<file path="src/rtl/bst_pkg.sv">
// Package for the bounded set table: item and result types, operation and status codes.
// No dependencies.
package bst_pkg;

	typedef enum logic [1:0] {
		KIND_INSERT = 2'd0,
		KIND_REMOVE = 2'd1,
		KIND_LOOKUP = 2'd2
	} kind_t;

	typedef enum logic [1:0] {
		ST_CHANGED  = 2'd0,
		ST_NOCHANGE = 2'd1,
		ST_FULL     = 2'd2
	} status_t;

	localparam int ITEM_VALUE_BITS = 32;
	localparam int COUNT_OUT_BITS  = 6;

	typedef struct packed {
		logic [1:0]                 kind;
		logic [ITEM_VALUE_BITS-1:0] value;
	} in_t;

	typedef struct packed {
		logic                      was_present;
		logic [1:0]                status;
		logic [COUNT_OUT_BITS-1:0] count_after;
	} out_t;

	typedef struct packed {
		logic held;
		logic ins_here;
		logic rem_en;
	} cell_ctl_t;

endpackage

</file>
<file path="src/rtl/bst_cell.sv">
// One cell of the set table: holds one entry, compares it with the probe value
// and shifts in its upper neighbor on a remove. Depends on bst_pkg.
module bst_cell import bst_pkg::*; #(
	parameter int VW = 32
) (
	input  logic          clk,
	input  cell_ctl_t     ctl,
	input  logic [VW-1:0] probe,
	input  logic [VW-1:0] above,
	input  logic          match_in,
	output logic          match_out,
	output logic [VW-1:0] entry
);

	logic [VW-1:0] entry_q;
	logic          hit;

	assign hit       = ctl.held && (entry_q == probe);
	assign match_out = match_in | hit;
	assign entry     = entry_q;

	always_ff @(posedge clk) begin
		if (ctl.ins_here) begin
			entry_q <= probe;
		end else if (ctl.rem_en && match_out) begin
			entry_q <= above;
		end
	end

endmodule

</file>
<file path="src/rtl/bounded_set_table.sv">
// Top level of the bounded set table: input stage, count register and the row of cells.
// Depends on bst_pkg and bst_cell.
//
// Usage: an item (kind, value) is accepted at a rising edge where start is high
// and busy is low; busy stays low, so an item may be offered in every cycle.
// The item is registered, then in the following cycle every cell compares its
// entry with the value at once and the match ripples along the row, so an
// insert writes the cell at the current count and a remove shifts the cells
// at and above the match down by one in that same cycle.
// The result (was_present, status, count_after) is driven from the edge after
// the accepting edge, with done high for exactly one cycle. The receiver
// cannot stall, so results are never held. Throughput is one item per cycle,
// set by the compare and shift through the row of cells. Kind code 3 acts as
// a lookup. Reset clears the count, the pipeline and the result strobe; cell
// contents need no reset since only cells below the count are ever read.
module bounded_set_table import bst_pkg::*; #(
	parameter int CAPACITY   = 32,
	parameter int VALUE_BITS = 32
) (
	input  logic clk,
	input  logic arst_n,
	input  logic start,
	output logic busy,
	input  in_t  item,
	output logic done,
	output out_t result
);

	localparam int VW = (VALUE_BITS < ITEM_VALUE_BITS) ? VALUE_BITS : ITEM_VALUE_BITS;
	localparam int CW = $clog2(CAPACITY + 1);

	in_t           item_s1;
	logic          vld_s1;
	logic [CW-1:0] count_q;
	logic          done_q;
	out_t          result_q;

	logic [VW-1:0] probe;
	logic [VW-1:0] entry_w [CAPACITY];
	logic          match_w [CAPACITY+1];
	logic          present;
	logic          full;
	logic          do_ins;
	logic          do_rem;
	logic [CW-1:0] count_nxt;
	logic [1:0]    status_nxt;

	assign busy  = 1'b0;
	assign probe = item_s1.value[VW-1:0];
	assign full  = (count_q == CW'(CAPACITY));

	assign match_w[0] = 1'b0;
	assign present    = match_w[CAPACITY];

	assign do_ins = vld_s1 && (item_s1.kind == KIND_INSERT) && !present && !full;
	assign do_rem = vld_s1 && (item_s1.kind == KIND_REMOVE) && present;

	for (genvar i = 0; i < CAPACITY; i++) begin : g_cell
		cell_ctl_t     ctl;
		logic [VW-1:0] above;

		assign ctl.held     = (CW'(i) < count_q);
		assign ctl.ins_here = do_ins && (CW'(i) == count_q);
		assign ctl.rem_en   = do_rem;

		if (i == CAPACITY - 1) begin : g_top
			assign above = entry_w[i];
		end else begin : g_mid
			assign above = entry_w[i+1];
		end

		bst_cell #(.VW(VW)) u_cell (
			.clk       (clk),
			.ctl       (ctl),
			.probe     (probe),
			.above     (above),
			.match_in  (match_w[i]),
			.match_out (match_w[i+1]),
			.entry     (entry_w[i])
		);
	end

	always_comb begin
		count_nxt  = count_q;
		status_nxt = ST_NOCHANGE;
		if (do_ins) begin
			count_nxt  = count_q + CW'(1);
			status_nxt = ST_CHANGED;
		end else if (do_rem) begin
			count_nxt  = count_q - CW'(1);
			status_nxt = ST_CHANGED;
		end else if (item_s1.kind == KIND_INSERT && !present && full) begin
			status_nxt = ST_FULL;
		end
	end

	always_ff @(posedge clk or negedge arst_n) begin
		if (!arst_n) begin
			vld_s1  <= 1'b0;
			count_q <= '0;
			done_q  <= 1'b0;
		end else begin
			vld_s1  <= start && !busy;
			done_q  <= vld_s1;
			if (vld_s1) begin
				count_q <= count_nxt;
			end
		end
	end

	always_ff @(posedge clk) begin
		if (start && !busy) begin
			item_s1 <= item;
		end
		if (vld_s1) begin
			result_q.was_present <= present;
			result_q.status      <= status_nxt;
			result_q.count_after <= COUNT_OUT_BITS'({{COUNT_OUT_BITS{1'b0}}, count_nxt});
		end
	end

	assign done   = done_q;
	assign result = result_q;

endmodule
</file>
<file path="config.mk">
export PLATFORM = sky130hd
export DESIGN_NAME = bounded_set_table
export DESIGN_NICKNAME = d
export VERILOG_FILES = /design/src/rtl/bst_pkg.sv /design/src/rtl/bst_cell.sv /design/src/rtl/bounded_set_table.sv
export SDC_FILE = /design/constraint.sdc
export NUM_CORES = 2
export LEC_CHECK = 0
export BUFFER_PORTS_ARGS = -buffer_cell sky130_fd_sc_hd__buf_2
export CAP_MARGIN = 20
export CORE_MARGIN = 2
export CORE_UTILIZATION = 44
export DETAILED_ROUTE_END_ITERATION = 8
export PLACE_DENSITY = 0.62
export RECOVER_POWER = 50
export REMOVE_ABC_BUFFERS = 1
export SLEW_MARGIN = 20
export SYNTH_ARGS = -nofsm -noshare
export SYNTH_HDL_FRONTEND = slang
export SYNTH_SLANG_ARGS = --single-unit
</file>
<file path="constraint.sdc">
create_clock -name clk -period 9.5 [get_ports clk]
set_clock_uncertainty 0.1 [all_clocks]
set_input_delay 0.95 -clock clk [delete_from_list [all_inputs] [get_ports clk]]
set_output_delay 0.95 -clock clk [all_outputs]
set_load 0.01 [all_outputs]
</file>
==> run metrics <==
status=complete, but fails checks; failing checks=max-capacitance violations, max-slew violations; internal power=a little over 8 mW; Hold Violations, Final=0; H-tree levels=3; Layout area overhead=9.879%; FP Rows=134; CTS Root Buffer Type=clkbuf_16; async set or reset register ratio after synthesis=0.7442%; r2r setup slk=1670 ps; RR Endpoint=g_cell[23].u_cell.entry[4]$_DFFE_PP_; crit-path leading delay family=buffers and inverters; Syn Inst Count=between 4000 and 5000; Reg2Reg Launch Point=probe[24]$_DFFE_PP_; placed insts=5782; CTS tree=yes; Clk pwr share=40.2%; Die Area=136300 sq um; Post-synth EDFFs=1067; CTS clock-pin slew for the worst setup and hold paths=60 ps; worst r2r path cells=13; Max Freq=approximately 0.13 GHz; gp weighted congestion=~0.9; count of different cell masters after synthesis=67; initial DRC count=3532; post-synthesis sequential area ratio=between 50% and 60%; CTS Buf Count=115; WL final=172.6 mm; logic gate share of total power=between 10 and 15%; post-route DRC violation count=0; Layout Nets=roughly 4200; vias in the first global route=about 35000; Antenna Nets Post-Route=0; Vias=35110; Post-Syn Area per Cell=13.99 sq um; CP max FO=37; top layer in use=met5; crit-path cells=buf_4 -> clkbuf_1 -> xnor2_1 -> nand4_1 -> nor4_1 -> o2111ai_1 -> o41ai_1 -> nor3_1 -> and3_1 -> buf_4 -> nand4_1 -> clkbuf_1 -> mux2_2; Layout Cells excl Fill=6007; maximum clock path buffer count=3; # resized after CTS=0; dpl ws=3120 ps; synth warn=0; Post-Route Setup TNS=0 ps; Met1 Wirelength=75.00 mm; Total GRT Usage=about a quarter; WHS Endpoint=probe[8]$_DFFE_PP_; WP data required=roughly 10000 ps; DR WL met2=just under 80 mm; initial antenna violation count=5; gr ovfl total=0; switching power=2.943 mW; Sw Share=26.36%; VDD IR max=0.1486 mV; Die Ht=approximately 370 um; Leak Pwr=20.02 nW; DR vias/cell=5.844; Seq pwr share=48.2%; minimum clock period=7834 ps; routed len/inst=28.73 um; first-pass GRT wire length=~250 mm; #FFs+latches synth=1075; Worst Setup End Kind=register; initial core utilization=approximately 44%; DR WL met3=11.41 mm; number of max-cap violations=23; # setup viols final=0; Slew Limit Fails=roughly 740; slowest cell on the critical path=clkbuf_1; hold crit path type=primary input to register; Worst slew margin=-108.9%; largest net degree at the start of global routing=66; worst stage delay on the critical path=2250 ps; Top FF cell, synth=edfxtp_1; critical setup path kind=register to register; # IOs=48; clock latency on the worst-skew pair=between 700 and 800 ps; crit start category=register; Pre-antenna DRT Iters=5; CP arrival=roughly 8200 ps; Power Density=173.1 nW/um^2; Cell Area, Synth=58700 sq um; DP Wirelength=112.5 mm; Hold Path Depth=1; share of cells above drive strength 1=29.48%; Final period util=82.46%; measured slew at the worst slew-check pin=3133 ps; min-delay src=item[8]; die width=369.3 um; Sink Count=1075; Worst Slack Setup Final=roughly 1700 ps; CP Buf/Inv Count=4; port buffer count=46; core area=133000 sq um; RSZ-0062 raised after global routing=false
cells in the mapped netlist, types with 6 or more instances:
library cell,number,area share (%)
dfrtp_1,8,0.34
nor2b_1,11,0.12
buf_2,220,1.9
edfxtp_1,1067,55
nand3_1,49,0.42
xnor2_1,690,10
nand4b_1,6,0.090
mux2_2,938,18
o21ai_0,17,0.14
nor3_2,11,0.19
xor2_1,326,4.9
or4_1,8,0.10
nor4_1,125,1.3
o22ai_1,8,0.085
a221oi_1,8,0.12
mux2_1,53,1.0
a21oi_1,11,0.094
a21o_1,9,0.12
and3_1,13,0.14
nand4_1,230,2.5
nand2b_1,6,0.064
or3_1,9,0.096
clkbuf_1,111,0.71
inv_1,16,0.10
nor2_1,30,0.19
buf_4,13,0.17
nand2_1,52,0.33
nor3_1,54,0.46
nand4_2,7,0.15
timing repair:
action,4_1_cts,5_1_grt
setup buffers,0,0
hold buffers,1,0
hold endpoints to repair,8,0
per-layer routing:
| metal | GRT usage, % | vias up |
|---|---|---|
| li1 | - | 15540 |
| met2 | 39.47 | 1364 |
| met3 | 4.268 | 368 |
| met4 | 8.603 | 2 |
| met1 | 34.84 | 17830 |
| met5 | 0 | - |
per-stage QoR:
step / total power [mW] / hold slack, ps / utilization [%] / area (sq um)
global placement: 6.738 / 461.2 / 45.82 / 60920
finish: 11.16 / 289.0 / 48.51 / 64500
detailed placement: 6.751 / 468.7 / 45.86 / 60980
floorplan: 6.196 / 435.1 / - / 57070
global route: 11.46 / 260.5 / 48.51 / 64500
CTS: 11.22 / 238.6 / 48.66 / 64700
worst max-delay path by stage:
stage / depth (start not counted) / slack, ps / startpoint / end
2_1_floorplan: 9 / 2610 / probe[20]$_DFFE_PP_ / g_cell[13].u_cell.entry[0]$_DFFE_PP_
3_3_place_gp: 10 / 3030 / probe[11]$_DFFE_PP_ / g_cell[1].u_cell.entry[28]$_DFFE_PP_
3_5_place_dp: 11 / 3120 / count_q[1]$_DFFE_PN0P_ / g_cell[10].u_cell.entry[2]$_DFFE_PP_
4_1_cts: 11 / 3110 / count_q[1]$_DFFE_PN0P_ / g_cell[10].u_cell.entry[2]$_DFFE_PP_
5_1_grt: 13 / 1430 / probe[24]$_DFFE_PP_ / g_cell[23].u_cell.entry[4]$_DFFE_PP_
6_report: 13 / 1670 / probe[24]$_DFFE_PP_ / g_cell[23].u_cell.entry[4]$_DFFE_PP_
cells in the final DEF (no fill, tap or decap), drive strengths merged, types with 5 or more instances in the layout:
cell    count
a21oi      11
or4         8
nand2      52
or2         5
nand3      50
ha          5
nor4b       7
buf       126
o32ai       5
nor3       66
nor4      128
nor2       30
nand2b      6
o21ai      17
edfxtp   1067
mux2      991
xor2      326
inv        23
clkinv     52
dfrtp       8
o211ai      5
xnor2     690
nand4     237
o22ai       8
or3         9
a21o        9
bufinv     10
a221oi      8
nor2b      11
clkbuf    192
and3       13
o221ai      5
nand4b      6
logic make-up after synthesis:
logic type      Yosys count  synth area share (%)
mux                     992                 19.03
other cells               1              0.006388
simple gates            645                 6.699
buf+inv                 365                 2.886
xor+xnor               1016                 15.16
fa+ha+maj                 5                0.1066
compound gates           96                 1.192
flops                  1075                 54.92
power groups by stage:
stage / registers, mW / logic (mW) / clock network [mW]
after global routing: 5.38 / 1.36 / 4.72
final: 5.38 / 1.30 / 4.49
after floorplan: 5.58 / 0.613 / 0
after CTS: 5.37 / 1.29 / 4.56
after global placement: 5.47 / 1.27 / 0
after detailed placement: 5.47 / 1.28 / 0
flip-flops by register name, summed over array words and instances, names as in the netlist:
name                 cells
count_q                  6
done                     1
g_cell.u_cell.entry   1024
item_s1                  2
probe                   32
result                   9
vld_s1                   1
cell type report:
class	instances	area, sq um
Fill cell	11450	68450
Sequential cell	1075	32240
Multi-Input combinational cell	2755	24930
Clock buffer	148	3033
Tap cell	1768	2212
Timing Repair Buffer	171	1341
Clock inverter	71	676.9
Inverter	17	63.81
Antenna cell	2	5.005
Note: power is estimated with default switching activity, not from simulation.
